**config.mk**
```make
export PLATFORM = sky130hd
export DESIGN_NAME = sliding_window_maximum_core
export DESIGN_NICKNAME = d
export VERILOG_FILES = /design/src/swm_pkg.sv /design/src/sliding_window_maximum_core.sv /design/src/swm_ram.sv /design/src/swm_front.sv /design/src/swm_back.sv
export SDC_FILE = /design/constraint.sdc
export NUM_CORES = 2
export LEC_CHECK = 0
export ABC_AREA = 1
export BUFFER_PORTS_ARGS = -buffer_cell sky130_fd_sc_hd__clkbuf_2
export CAP_MARGIN = 10
export CORE_UTILIZATION = 40
export CTS_BUF_LIST = sky130_fd_sc_hd__clkbuf_2
export CTS_CLUSTER_DIAMETER = 200
export DETAILED_ROUTE_END_ITERATION = 10
export SETUP_SLACK_MARGIN = 0.4
export SLEW_MARGIN = 15
export SYNTH_ARGS = -nofsm -noshare
export SYNTH_HDL_FRONTEND = slang
export SYNTH_SLANG_ARGS = --single-unit
export TNS_END_PERCENT = 20
```
**constraint.sdc**
```tcl
create_clock -name clock -period 5.8 [get_ports clock]
set_input_delay 0.29 -clock clock [delete_from_list [all_inputs] [get_ports clock]]
set_output_delay 0.29 -clock clock [all_outputs]
set_load 0.02 [all_outputs]
```
**src/swm_pkg.sv**
```systemverilog
// shared constants and types for the sliding window maximum core
// no dependencies
package swm_pkg;

   localparam int WINDOW_MAX_DEFAULT   = 64;
   localparam int SAMPLE_WIDTH_DEFAULT = 32;

   localparam int FIFO_DEPTH     = 4;
   localparam int FIFO_PTR_WIDTH = $clog2(FIFO_DEPTH);
   localparam int FIFO_CNT_WIDTH = $clog2(FIFO_DEPTH + 1);

   localparam int CSR_ADDR_WIDTH    = 3;
   localparam int CSR_DATA_WIDTH    = 32;
   localparam int WINDOW_SIZE_WIDTH = 7;

   localparam logic [WINDOW_SIZE_WIDTH-1:0] WINDOW_SIZE_RESET = 7'd1;

   // word index of each register on the csr port
   localparam logic REG_WINDOW_SIZE = 1'b0;

   typedef struct packed {
      logic valid;
      logic start;
   } swm_item_ctrl_type;

endpackage

```
**src/sliding_window_maximum_core.sv**
```systemverilog
// top level: csr port, input queue, candidate store sequencer and result register
// depends on swm_pkg, swm_front, swm_back (and swm_ram through swm_back)
//
//   channel   handshake            payload
//   input     push / full          req_sample, req_start_of_sequence
//   result    empty / pop          rsp_window_max
//   csr       psel/penable/pwrite  paddr, pwdata, prdata (pready tied high)
//
// each sample passes through idle and append, plus a read and a check for each
// candidate inspected at the front (each expired one and the first live one) and for
// each one inspected at the back; this follows from the one read port of the store
// the input queue holds 4 samples, so pushes keep flowing while the store works
// the result register frees in the cycle it is popped; a held result stalls only
// the next sample that produces one
// synchronous active-high reset; store contents need no clearing pass
module sliding_window_maximum_core #(
   parameter int WINDOW_MAX   = swm_pkg::WINDOW_MAX_DEFAULT,
   parameter int SAMPLE_WIDTH = swm_pkg::SAMPLE_WIDTH_DEFAULT
) (
   input  logic                                 clock,
   input  logic                                 reset,
   input  logic                                 push,
   output logic                                 full,
   input  logic [SAMPLE_WIDTH-1:0]              req_sample,
   input  logic                                 req_start_of_sequence,
   output logic                                 empty,
   input  logic                                 pop,
   output logic [SAMPLE_WIDTH-1:0]              rsp_window_max,
   input  logic                                 psel,
   input  logic                                 penable,
   input  logic                                 pwrite,
   input  logic [swm_pkg::CSR_ADDR_WIDTH-1:0]   paddr,
   input  logic [swm_pkg::CSR_DATA_WIDTH-1:0]   pwdata,
   output logic [swm_pkg::CSR_DATA_WIDTH-1:0]   prdata,
   output logic                                 pready
);

   logic [swm_pkg::WINDOW_SIZE_WIDTH-1:0] window_size_ff, window_size_in;
   logic                                  csr_write;
   logic                                  csr_hit;
   swm_pkg::swm_item_ctrl_type            item_ctrl;
   logic [SAMPLE_WIDTH-1:0]               item_key;
   logic                                  item_pop;
   logic                                  rsp_valid;

   assign pready    = 1'b1;
   assign csr_hit   = (paddr[swm_pkg::CSR_ADDR_WIDTH-1:2] == swm_pkg::REG_WINDOW_SIZE);
   assign csr_write = psel & penable & pwrite & pready;

   assign window_size_in = (csr_write & csr_hit)
                           ? pwdata[swm_pkg::WINDOW_SIZE_WIDTH-1:0] : window_size_ff;

   always_ff @(posedge clock) begin
      if (reset) begin
         window_size_ff <= swm_pkg::WINDOW_SIZE_RESET;
      end else begin
         window_size_ff <= window_size_in;
      end
   end

   assign prdata = csr_hit ? swm_pkg::CSR_DATA_WIDTH'(window_size_ff) : '0;

   swm_front #(
      .SAMPLE_WIDTH (SAMPLE_WIDTH)
   ) u_front (
      .clock                 (clock),
      .reset                 (reset),
      .push                  (push),
      .full                  (full),
      .req_sample            (req_sample),
      .req_start_of_sequence (req_start_of_sequence),
      .item_ctrl             (item_ctrl),
      .item_key              (item_key),
      .item_pop              (item_pop)
   );

   swm_back #(
      .WINDOW_MAX   (WINDOW_MAX),
      .SAMPLE_WIDTH (SAMPLE_WIDTH)
   ) u_back (
      .clock       (clock),
      .reset       (reset),
      .window_size (window_size_ff),
      .item_ctrl   (item_ctrl),
      .item_key    (item_key),
      .item_pop    (item_pop),
      .rsp_valid   (rsp_valid),
      .rsp_sample  (rsp_window_max),
      .rsp_pop     (pop)
   );

   assign empty = ~rsp_valid;

   // back end only takes queued beats
   a_pop_needs_item: assert property (@(posedge clock) disable iff (reset)
      item_pop |-> item_ctrl.valid)
      else $error("back end took a beat from an empty input queue");

   // a beat taken by the back end frees an input slot
   a_pop_frees_slot: assert property (@(posedge clock) disable iff (reset)
      item_pop |=> !full)
      else $error("input queue still full after a beat was taken");

   // result register is clear right after reset
   a_empty_after_reset: assert property (@(posedge clock) disable iff (reset)
      $past(reset) |-> empty)
      else $error("result pending right after reset");

   // window size changes only through a csr write
   a_window_stable: assert property (@(posedge clock) disable iff (reset)
      !(csr_write && csr_hit) |=> $stable(window_size_ff))
      else $error("window size changed without a csr write");

endmodule

```
**src/swm_ram.sv**
```systemverilog
// generic single write port, single read port memory with registered read data
// no dependencies beyond swm_pkg defaults
module swm_ram #(
   parameter int WIDTH = swm_pkg::SAMPLE_WIDTH_DEFAULT,
   parameter int DEPTH = swm_pkg::WINDOW_MAX_DEFAULT
) (
   input  logic                                        clock,
   input  logic                                        wr_en,
   input  logic [((DEPTH > 1) ? $clog2(DEPTH) : 1)-1:0] wr_addr,
   input  logic [WIDTH-1:0]                            wr_data,
   input  logic [((DEPTH > 1) ? $clog2(DEPTH) : 1)-1:0] rd_addr,
   output logic [WIDTH-1:0]                            rd_data
);

   logic [WIDTH-1:0] mem_ff [DEPTH];
   logic [WIDTH-1:0] rd_data_ff;

   always_ff @(posedge clock) begin
      if (wr_en) begin
         mem_ff[wr_addr] <= wr_data;
      end
      rd_data_ff <= mem_ff[rd_addr];
   end

   assign rd_data = rd_data_ff;

endmodule

```
**src/swm_front.sv**
```systemverilog
// input side: takes samples, maps them to unsigned order keys, queues them
// depends on swm_pkg
module swm_front #(
   parameter int SAMPLE_WIDTH = swm_pkg::SAMPLE_WIDTH_DEFAULT
) (
   input  logic                              clock,
   input  logic                              reset,
   input  logic                              push,
   output logic                              full,
   input  logic [SAMPLE_WIDTH-1:0]           req_sample,
   input  logic                              req_start_of_sequence,
   output swm_pkg::swm_item_ctrl_type        item_ctrl,
   output logic [SAMPLE_WIDTH-1:0]           item_key,
   input  logic                              item_pop
);

   localparam logic [SAMPLE_WIDTH-1:0] SIGN_FLIP = {1'b1, {(SAMPLE_WIDTH - 1){1'b0}}};

   logic [SAMPLE_WIDTH-1:0]                   key_ff   [swm_pkg::FIFO_DEPTH];
   logic                                      start_ff [swm_pkg::FIFO_DEPTH];
   logic [swm_pkg::FIFO_PTR_WIDTH-1:0]        wr_ptr_ff, wr_ptr_in;
   logic [swm_pkg::FIFO_PTR_WIDTH-1:0]        rd_ptr_ff, rd_ptr_in;
   logic [swm_pkg::FIFO_CNT_WIDTH-1:0]        count_ff, count_in;
   logic                                      accept;
   logic                                      take;

   assign full   = (count_ff == swm_pkg::FIFO_CNT_WIDTH'(swm_pkg::FIFO_DEPTH));
   assign accept = push & ~full;
   assign take   = item_pop & (count_ff != '0);

   always_comb begin
      wr_ptr_in = accept ? wr_ptr_ff + 1'b1 : wr_ptr_ff;
      rd_ptr_in = take ? rd_ptr_ff + 1'b1 : rd_ptr_ff;
      count_in  = count_ff + swm_pkg::FIFO_CNT_WIDTH'(accept)
                  - swm_pkg::FIFO_CNT_WIDTH'(take);
   end

   always_ff @(posedge clock) begin
      if (reset) begin
         wr_ptr_ff <= '0;
         rd_ptr_ff <= '0;
         count_ff  <= '0;
      end else begin
         wr_ptr_ff <= wr_ptr_in;
         rd_ptr_ff <= rd_ptr_in;
         count_ff  <= count_in;
      end
      if (accept) begin
         key_ff[wr_ptr_ff]   <= req_sample ^ SIGN_FLIP;
         start_ff[wr_ptr_ff] <= req_start_of_sequence;
      end
   end

   assign item_ctrl.valid = (count_ff != '0);
   assign item_ctrl.start = start_ff[rd_ptr_ff];
   assign item_key        = key_ff[rd_ptr_ff];

endmodule

```
**src/swm_back.sv**
```systemverilog
// back end: monotonic candidate store in a ring buffer, expiry and discard sequencer
// depends on swm_pkg and swm_ram
module swm_back #(
   parameter int WINDOW_MAX   = swm_pkg::WINDOW_MAX_DEFAULT,
   parameter int SAMPLE_WIDTH = swm_pkg::SAMPLE_WIDTH_DEFAULT
) (
   input  logic                                   clock,
   input  logic                                   reset,
   input  logic [swm_pkg::WINDOW_SIZE_WIDTH-1:0]  window_size,
   input  swm_pkg::swm_item_ctrl_type             item_ctrl,
   input  logic [SAMPLE_WIDTH-1:0]                item_key,
   output logic                                   item_pop,
   output logic                                   rsp_valid,
   output logic [SAMPLE_WIDTH-1:0]                rsp_sample,
   input  logic                                   rsp_pop
);

   localparam int PTR_W = (WINDOW_MAX > 1) ? $clog2(WINDOW_MAX) : 1;
   localparam int CNT_W = $clog2(WINDOW_MAX + 1);
   localparam int TS_W  = $clog2(WINDOW_MAX) + 1;
   localparam int RAM_W = SAMPLE_WIDTH + TS_W;
   localparam logic [PTR_W-1:0]        PTR_LAST  = PTR_W'(WINDOW_MAX - 1);
   localparam logic [SAMPLE_WIDTH-1:0] SIGN_FLIP = {1'b1, {(SAMPLE_WIDTH - 1){1'b0}}};

   typedef enum logic [2:0] {
      ST_IDLE,
      ST_FRONT_RD,
      ST_FRONT_CHK,
      ST_BACK_RD,
      ST_BACK_CHK,
      ST_APPEND
   } state_type;

   state_type                 state_ff, state_in;
   logic [PTR_W-1:0]          head_ff, head_in;
   logic [PTR_W-1:0]          tail_ff, tail_in;
   logic [CNT_W-1:0]          count_ff, count_in;
   logic [CNT_W-1:0]          seen_ff, seen_in;
   logic [TS_W-1:0]           now_ff, now_in;
   logic [SAMPLE_WIDTH-1:0]   key_ff, key_in;
   logic [SAMPLE_WIDTH-1:0]   front_ff, front_in;
   logic                      out_valid_ff, out_valid_in;
   logic [SAMPLE_WIDTH-1:0]   out_sample_ff, out_sample_in;

   logic [CNT_W-1:0]          win;
   logic [PTR_W-1:0]          head_next, tail_next, tail_prev;
   logic [CNT_W-1:0]          count_base, seen_base;
   logic [TS_W-1:0]           age;
   logic                      expired;
   logic                      emit;
   logic                      slot_free;
   logic [SAMPLE_WIDTH-1:0]   front_now;

   logic                      ram_we;
   logic [PTR_W-1:0]          ram_raddr;
   logic [RAM_W-1:0]          ram_rdata;
   logic [SAMPLE_WIDTH-1:0]   rd_key;
   logic [TS_W-1:0]           rd_ts;

   swm_ram #(
      .WIDTH (RAM_W),
      .DEPTH (WINDOW_MAX)
   ) u_store (
      .clock   (clock),
      .wr_en   (ram_we),
      .wr_addr (tail_ff),
      .wr_data ({key_ff, now_ff}),
      .rd_addr (ram_raddr),
      .rd_data (ram_rdata)
   );

   // effective window: zero acts as one, clamp at store depth
   always_comb begin
      if (window_size == '0) begin
         win = CNT_W'(1);
      end else if (32'(window_size) > WINDOW_MAX) begin
         win = CNT_W'(WINDOW_MAX);
      end else begin
         win = CNT_W'(window_size);
      end
   end

   assign head_next = (head_ff == PTR_LAST) ? '0 : head_ff + 1'b1;
   assign tail_next = (tail_ff == PTR_LAST) ? '0 : tail_ff + 1'b1;
   assign tail_prev = (tail_ff == '0) ? PTR_LAST : tail_ff - 1'b1;

   assign rd_key  = ram_rdata[TS_W +: SAMPLE_WIDTH];
   assign rd_ts   = ram_rdata[TS_W-1:0];
   assign age     = now_ff - rd_ts;
   assign expired = (age >= TS_W'(win));

   assign count_base = item_ctrl.start ? '0 : count_ff;
   assign seen_base  = item_ctrl.start ? '0 : seen_ff;
   assign emit       = (seen_ff >= win);
   assign slot_free  = ~out_valid_ff | rsp_pop;
   assign front_now  = (count_ff == '0) ? key_ff : front_ff;

   assign ram_raddr = (state_ff == ST_BACK_RD) ? tail_prev : head_ff;

   always_comb begin
      state_in      = state_ff;
      head_in       = head_ff;
      tail_in       = tail_ff;
      count_in      = count_ff;
      seen_in       = seen_ff;
      now_in        = now_ff;
      key_in        = key_ff;
      front_in      = front_ff;
      out_valid_in  = out_valid_ff & ~rsp_pop;
      out_sample_in = out_sample_ff;
      item_pop      = 1'b0;
      ram_we        = 1'b0;
      case (state_ff)
         ST_IDLE: begin
            if (item_ctrl.valid) begin
               item_pop = 1'b1;
               key_in   = item_key;
               now_in   = now_ff + 1'b1;
               count_in = count_base;
               seen_in  = (seen_base < win) ? seen_base + 1'b1 : seen_base;
               if (item_ctrl.start) begin
                  head_in = tail_ff;
               end
               state_in = (count_base != '0) ? ST_FRONT_RD : ST_APPEND;
            end
         end
         ST_FRONT_RD: begin
            state_in = ST_FRONT_CHK;
         end
         ST_FRONT_CHK: begin
            if (expired) begin
               head_in  = head_next;
               count_in = count_ff - 1'b1;
               state_in = (count_ff == CNT_W'(1)) ? ST_APPEND : ST_FRONT_RD;
            end else begin
               front_in = rd_key;
               state_in = ST_BACK_RD;
            end
         end
         ST_BACK_RD: begin
            state_in = ST_BACK_CHK;
         end
         ST_BACK_CHK: begin
            if (rd_key < key_ff) begin
               tail_in  = tail_prev;
               count_in = count_ff - 1'b1;
               state_in = (count_ff == CNT_W'(1)) ? ST_APPEND : ST_BACK_RD;
            end else begin
               state_in = ST_APPEND;
            end
         end
         ST_APPEND: begin
            if (~emit | slot_free) begin
               ram_we   = 1'b1;
               tail_in  = tail_next;
               count_in = count_ff + 1'b1;
               front_in = front_now;
               if (emit) begin
                  out_valid_in  = 1'b1;
                  out_sample_in = front_now ^ SIGN_FLIP;
               end
               state_in = ST_IDLE;
            end
         end
         default: begin
            state_in = ST_IDLE;
         end
      endcase
   end

   always_ff @(posedge clock) begin
      if (reset) begin
         state_ff     <= ST_IDLE;
         head_ff      <= '0;
         tail_ff      <= '0;
         count_ff     <= '0;
         seen_ff      <= '0;
         now_ff       <= '0;
         out_valid_ff <= 1'b0;
      end else begin
         state_ff     <= state_in;
         head_ff      <= head_in;
         tail_ff      <= tail_in;
         count_ff     <= count_in;
         seen_ff      <= seen_in;
         now_ff       <= now_in;
         out_valid_ff <= out_valid_in;
      end
      key_ff        <= key_in;
      front_ff      <= front_in;
      out_sample_ff <= out_sample_in;
   end

   assign rsp_valid  = out_valid_ff;
   assign rsp_sample = out_sample_ff;

endmodule
```
# Word-level counts from Yosys, hierarchy flattened
# Memory sizes are Yosys's and may differ from the RTL's. A register that Yosys moved wholly into a read port is not among the register bits.
# Index checks and enable logic that the tools add are counted.
[op_classes] n_addsub=12 n_lt_le_gt_ge=5 n_eq_ne=15 mux=47 n_bitwise=15 n_reduce_logical=17
[ops] operator="32-bit 2-to-1 mux" n=3
[ops] operator="7-bit 2-to-1 mux" n=10
[ops] operator="32-bit case mux with 2 select lines" n=1
[ops] operator="6-bit 2-to-1 mux" n=9
[ops] operator="32-bit < comparator" n=1
[ops] operator="7-bit case mux with 4 select lines" n=1
[ops] operator="6-bit case mux with 2 select lines" n=2
[ops] operator="7-bit by 1-bit adder with 7-bit output, second input constant" n=3
[ops] operator="3-bit 2-to-1 mux" n=7
[ops] operator="3-bit case mux with 6 select lines" n=1
[ops] operator="7-bit >= comparator" n=2
[ops] operator="7-bit zero test" n=2
[ops] operator="6-bit by 1-bit adder with 6-bit output, second input constant" n=2
[ops] operator="6-bit == test, second input constant" n=2
[ops] operator="1-bit 2-to-1 mux" n=11
[ops] operator="3-bit == test, second input constant" n=3
[ops] operator="3-bit AND reduction" n=3
[ops] operator="2-bit by 1-bit inequality test with 1-bit output, second input constant" n=4
[ops] operator="7-bit by 1-bit == test with 1-bit output, second input constant" n=1
[ops] operator="7-bit greater-than comparator, second input constant" n=1
[ops] operator="7-bit < comparator" n=1
[ops] operator="1-bit inverter" n=7
[ops] operator="7-bit nonzero test" n=1
[ops] operator="7-bit by 1-bit subtractor with 7-bit output, second input constant" n=1
[ops] operator="other kinds (19)" n=32
[totals] ff_bits=115 ramBits=2628 input_bits=75 output_inout_bits=67 word_cells=127 mem_count=3
[mem_list] name="u_back.u_store.mem_ff" depth=64 width=39 rd=1 rd_ports_with_merged_regs=1 write_ports=1 line="swm_ram.sv:15" rtl="logic [WIDTH-1:0] mem_ff [DEPTH];"
[mem_list] name="u_front.key_ff" depth=4 width=32 rd=1 rd_ports_with_merged_regs=1 write_ports=1 line="swm_front.sv:19" rtl="logic [SAMPLE_WIDTH-1:0] key_ff [swm_pkg::FIFO_DEPTH];"
[mem_list] name="u_front.start_ff" depth=4 width=1 rd=1 rd_ports_with_merged_regs=1 write_ports=1 line="swm_front.sv:20" rtl="logic start_ff [swm_pkg::FIFO_DEPTH];"

# Longest topological paths before layout
[logic_depth] ltp_word=10 ltp_mapped=18 mapped_depth_nobuf=17

# Hierarchy
# From an unflattened synthesis, not the netlist that was laid out.
[unflattened] hier_cells=9642 area_unflattened_um2=114870.2
[modules_own_cells] mod="swm_ram" n_inst=1 cells_per_inst=8234 area_each_um2=101092.0 seq_area_each_um2=75732.6
[modules_own_cells] mod="swm_back" n_inst=1 cells_per_inst=930 area_each_um2=7763.7 seq_area_each_um2=3623.5
[modules_own_cells] mod="swm_front" n_inst=1 cells_per_inst=386 area_each_um2=5405.2 seq_area_each_um2=4144.0
[modules_own_cells] mod="sliding_window_maximum_core" n_inst=1 cells_per_inst=92 area_each_um2=609.3 seq_area_each_um2=140.1

# Least setup slack after synthesis
# No wires, ideal clock.
[synth_path] path_type="reg2reg" start="reg u_back.now_ff[0]" end="reg u_back.front_ff[0] (enable)" setup_time_ns=0.389 arrival_ns=4.058 required_time_ns=5.411 path_slack_ns=1.353 stages_incl_launch_ff=14 n_path_buf=0 period_less_slack_ns=4.447 cell_sequence="dfxtp_1 > inv_1 > ha_1 > fa_1 > o21ai_0 > a21o_1 > a21oi_1 > xor2_1 > ha_1 > nand2_1 > nor2_1 > a211oi_1 > nand4_1 > nand2_1"
[synth_via] elab_chain_cells=4
[synth_rtl] item="from (decl)" line="swm_back.sv:39" rtl="logic [TS_W-1:0] now_ff, now_in;"
[synth_rtl] item="from (signal assigned)" line="swm_back.sv:186" rtl="now_ff <= now_in;"
[synth_rtl] item="7-bit subtractor" line="swm_back.sv:89" rtl="assign age = now_ff - rd_ts;"
[synth_rtl] item="7-bit >= comparator" line="swm_back.sv:90" rtl="assign expired = (age >= TS_W'(win));"
[synth_rtl] item="2-bit inequality test (no line)"
[synth_rtl] item="3-bit AND reduction (no line)"
[synth_rtl] item="to (signal assigned)" line="swm_back.sv:190" rtl="front_ff <= front_in;"
[synth_rtl] item="to (decl)" line="swm_back.sv:41" rtl="logic [SAMPLE_WIDTH-1:0] front_ff, front_in;"
# Every way passes these cells.
# A chain may end at the register's enable or synchronous reset.

# Worst setup path after layout
[layout_path] start="reg window_size_ff[0] in the netlist's numbering" end="mem u_back.u_store.mem_ff[56][13] in the netlist's numbering (enable)"
[layout_via] elab_chain_cells=10 elab_cells_between_ends=11 cone_classes="order compare (2); mux (6); bitwise (2); reduce/logical (1)"
[layout_rtl] item="from (decl)" line="sliding_window_maximum_core.sv:38" rtl="logic [swm_pkg::WINDOW_SIZE_WIDTH-1:0] window_size_ff, window_size_in;"
[layout_rtl] item="from (signal assigned)" line="sliding_window_maximum_core.sv:55" rtl="window_size_ff <= swm_pkg::WINDOW_SIZE_RESET;"
[layout_rtl] item="from (signal assigned)" line="sliding_window_maximum_core.sv:57" rtl="window_size_ff <= window_size_in;"
[layout_rtl] item="7-bit greater-than comparator" line="swm_back.sv:76" rtl="end else if (32'(window_size) > WINDOW_MAX) begin"
[layout_rtl] item="7-bit 2-to-1 mux" line="swm_back.sv:76"
[layout_rtl] item="7-bit 2-to-1 mux (*)" line="swm_back.sv:74" rtl="if (window_size == '0) begin"
[layout_rtl] item="7-bit >= comparator (*)" line="swm_back.sv:94" rtl="assign emit = (seen_ff >= win);"
[layout_rtl] item="1-bit inverter (*)" line="swm_back.sv:153" rtl="if (~emit | slot_free) begin"
[layout_rtl] item="1-bit bitwise OR (*)" line="swm_back.sv:153"
[layout_rtl] item="1-bit 2-to-1 mux (*)" line="swm_back.sv:153"
[layout_rtl] item="1-bit 2-to-1 mux (*)" line="swm_back.sv:113" rtl="case (state_ff)"
[layout_rtl] item="1-bit 2-to-1 mux (*)" line="swm_ram.sv:19" rtl="if (wr_en) begin"
[layout_rtl] item="1-bit 2-to-1 mux (not written as such) (*)" line="swm_ram.sv:20" rtl="mem_ff[wr_addr] <= wr_data;"
[layout_rtl] item="to (decl)" line="swm_ram.sv:15"
# Every way passes the cells marked *; elsewhere a longest branch is shown, timed or not.

==> results.toml <==
[critical_path]
crit_type = "reg2reg"
endpoint_kind = "flop"
cp-start-kind = "flop"
crit_path_max_fanout = 39
r2r_slack_ns = 1.49
timing.critical_path.mode_cell = "nand2_1"
crit_required_ns = 7.14
arrival_ns = 5.66
reg2regPathDepth = 15
critPathMaxStageDelay_ns = 0.74
worstPathCellList = "inv_1, nand3_1, o31ai_1, nand2_1, ha_1, nand2_1, nor2_1, nand2_1, o211ai_1, nand2_1, nand2_1, inv_1, nand2_1, nor2_4, buf_4"
cp_slowest_cell = "buf_4"

[timing]
maxSlewViolCount = 0
fmax_mhz = 232
tns_ns = 0
hold_violations = 0
fin_crit_sh_pct = 74.4
fin_ws_ns = 1.49
fin_crit_ns = 4.31
slew_headroom_pct = 24.3
skew_ns = 0.221
setup_viol_count_final = 0
tightest_slew_ns = 1.14
fin_hold_ws_ns = 0.243
rsz0062_at_grt = "false"

[power_and_ir_drop]
power_density_nw_per_um2 = 487
leakagePower_nw = 54.3
power_mw = 66.8
max-vdd-ir-drop_v = 0.000404

[clock_network]
clk_pin_slew_ns = 0.09
clkLatencyLatePin_ns = 1.94
cts_tree = "done"
clock_sinks = 2816
cts_root_buf = "clkbuf_2"
htreeDepth = 6
cts_buffers = 717
cts_max_path_buffers = 4

[floorplanning]
die_h_um = 558
dieArea_um2 = 311000
row_count = 203
core_area_um2 = 306000
die_w_um = 558
start_util_pct = 40.3
ios = 142

[place]
place_inst = 14800
dpl_worst_slack_ns = 1.60
postPlaceCellArea_um2 = 129000
gp_congestion = 0.823
hpwl_mm = 185
port_buffers = 88

[global_routing]
grt-ovfl-total = 0
grt_pass1_wl_mm = 527
grt_pass1_vias = 84500
grt_usage_pct = 22.4
antenna_found_initial = 15
grt_start_max_net_pins = 178

[status]
status = "finished clean"

[layout]
final_common_cell = "edfxtp_1"
layout.cells.non_filler = 16200
nFillCells = 28700
area_delta_synth_final_pct = 11.1
post-route-util_pct = 44.8
layout.nets = 11700
mostFrequentLayoutCells = "edfxtp_1, nand3_1, nand2_1"
drive_above_1_share_pct = 12.7
stdcell_area_um2 = 137000

[drt]
drcViolationCount = 0
via_per_inst = 5.34
drt-pass1-iter-count = 6
final_antenna_net_count = 0
drt_iter0_markers = 9176
drt-total-wl_mm = 356
routedWlPerCell_um = 22.0
vias = 86600

[yosys]
synthArstFlopShare_pct = 0
ys_warn_count = 0
synth-edff-count = 2724
synth.cell_area_um2 = 123000
ys_seq_elements = 2816
avgSynthCellArea_um2 = 11.1
synth.distinct_cells = 42
ys_seq_area_share_pct = 67.7
postSynthCellCount = 11100
ys.flop_type = "edfxtp_1"

[run]
maxCapViolCount = 0

[min_path]
min_path_type = "in2reg"
min_path_cells = 6
report_power, final:
part | switching, mW | internal, mW
combinational | 19.9 | 7.08
sequential | 0.594 | 25.5
clock | 8.21 | 5.51
cell usage after synthesis, drive strengths merged (7+ instances only):
master,n,area [µm²]
buf,428,2070
o21ai,154,782
edfxtp,2724,81800
nand3b,933,7000
a21oi,70,350
a31oi,9,56.3
clkbuf,328,1230
nor3,7,35.0
nand4,12,75.1
xor2,11,96.3
nor2,215,817
dfxtp,92,1840
xnor2,8,70.1
nand3,2710,13600
o22ai,36,225
ha,73,913
nand2,1733,6510
inv,1539,5780
what timing repair did:
action,CTS,global route
hold endpoints to repair,492,0
hold buffers,141,0
buffers inserted,0,0
resized for setup,0,0
final timing paths:
check                                  endpoint         startpoint
hold reg to reg                u_back.now_ff[0]   u_back.now_ff[0]
hold / removal             u_front.wr_ptr_ff[1]               push
setup reg to reg  u_back.u_store.mem_ff[56][13]  window_size_ff[0]
setup / recovery  u_back.u_store.mem_ff[56][13]  window_size_ff[0]
logic make-up (layout without fill, tap and decap cells):
logic type	Yosys count	in the layout	synth area share [%]
and+or+nand+nor	5614	5614	22.7
DFF	2816	2816	67.7
buffers and inverters	2299	3266	7.37
AOI/OAI and AO/OA	287	287	1.26
adders and majority gates	75	75	0.772
xor gates and xnor gates	19	19	0.135
other	2	40	0.00608
area by class of cell:
| class | instances | area (µm²) | area share (%) |
|---|---|---|---|
| antenna | 14 | 35.0 | 0.0255 |
| timing repair buffer | 469 | 4560 | 3.33 |
| tap | 4100 | 5130 | 3.74 |
| clock buffer | 1044 | 5230 | 3.81 |
| sequential | 2816 | 83700 | 61.0 |
| multi-input combinational | 6021 | 31400 | 22.9 |
| inverter | 1543 | 5820 | 4.24 |
| clock inverter | 210 | 1330 | 0.967 |
critical path, delay by kind of cell (launching register included):
family | cells | cell delay [ns]
compound gates | 2 | 0.51
fa+ha+maj | 1 | 0.35
flops | 1 | 0.33
buf+inv | 3 | 1.04
simple gates | 9 | 1.58
registers in the layout, indices dropped and copies added (netlist names), named ones only:
name / cells
u_front.rd_ptr_ff: 2
u_back.state_ff: 3
u_back.u_store.rd_data: 39
u_back.front_ff: 32
u_back.key_ff: 32
u_back.rsp_sample: 32
u_front.wr_ptr_ff: 2
u_back.now_ff: 7
u_front.key_ff: 128
u_front.start_ff: 4
window_size_ff: 7
u_back.head_ff: 6
u_front.count_ff: 3
u_back.count_ff: 7
u_back.rsp_valid: 1
u_back.seen_ff: 7
u_back.tail_ff: 6
u_back.u_store.mem_ff: 2496
routing by layer:
| layer | global-route usage, % | share of wire (%) |
|---|---|---|
| met1 | 30.2 | 42 |
| met2 | 36.2 | 47 |
| met3 | 3.48 | 7.5 |
| met4 | 8.98 | 3.7 |
| met5 | 0 | 0.012 |
(Power assumes the default switching activity.)
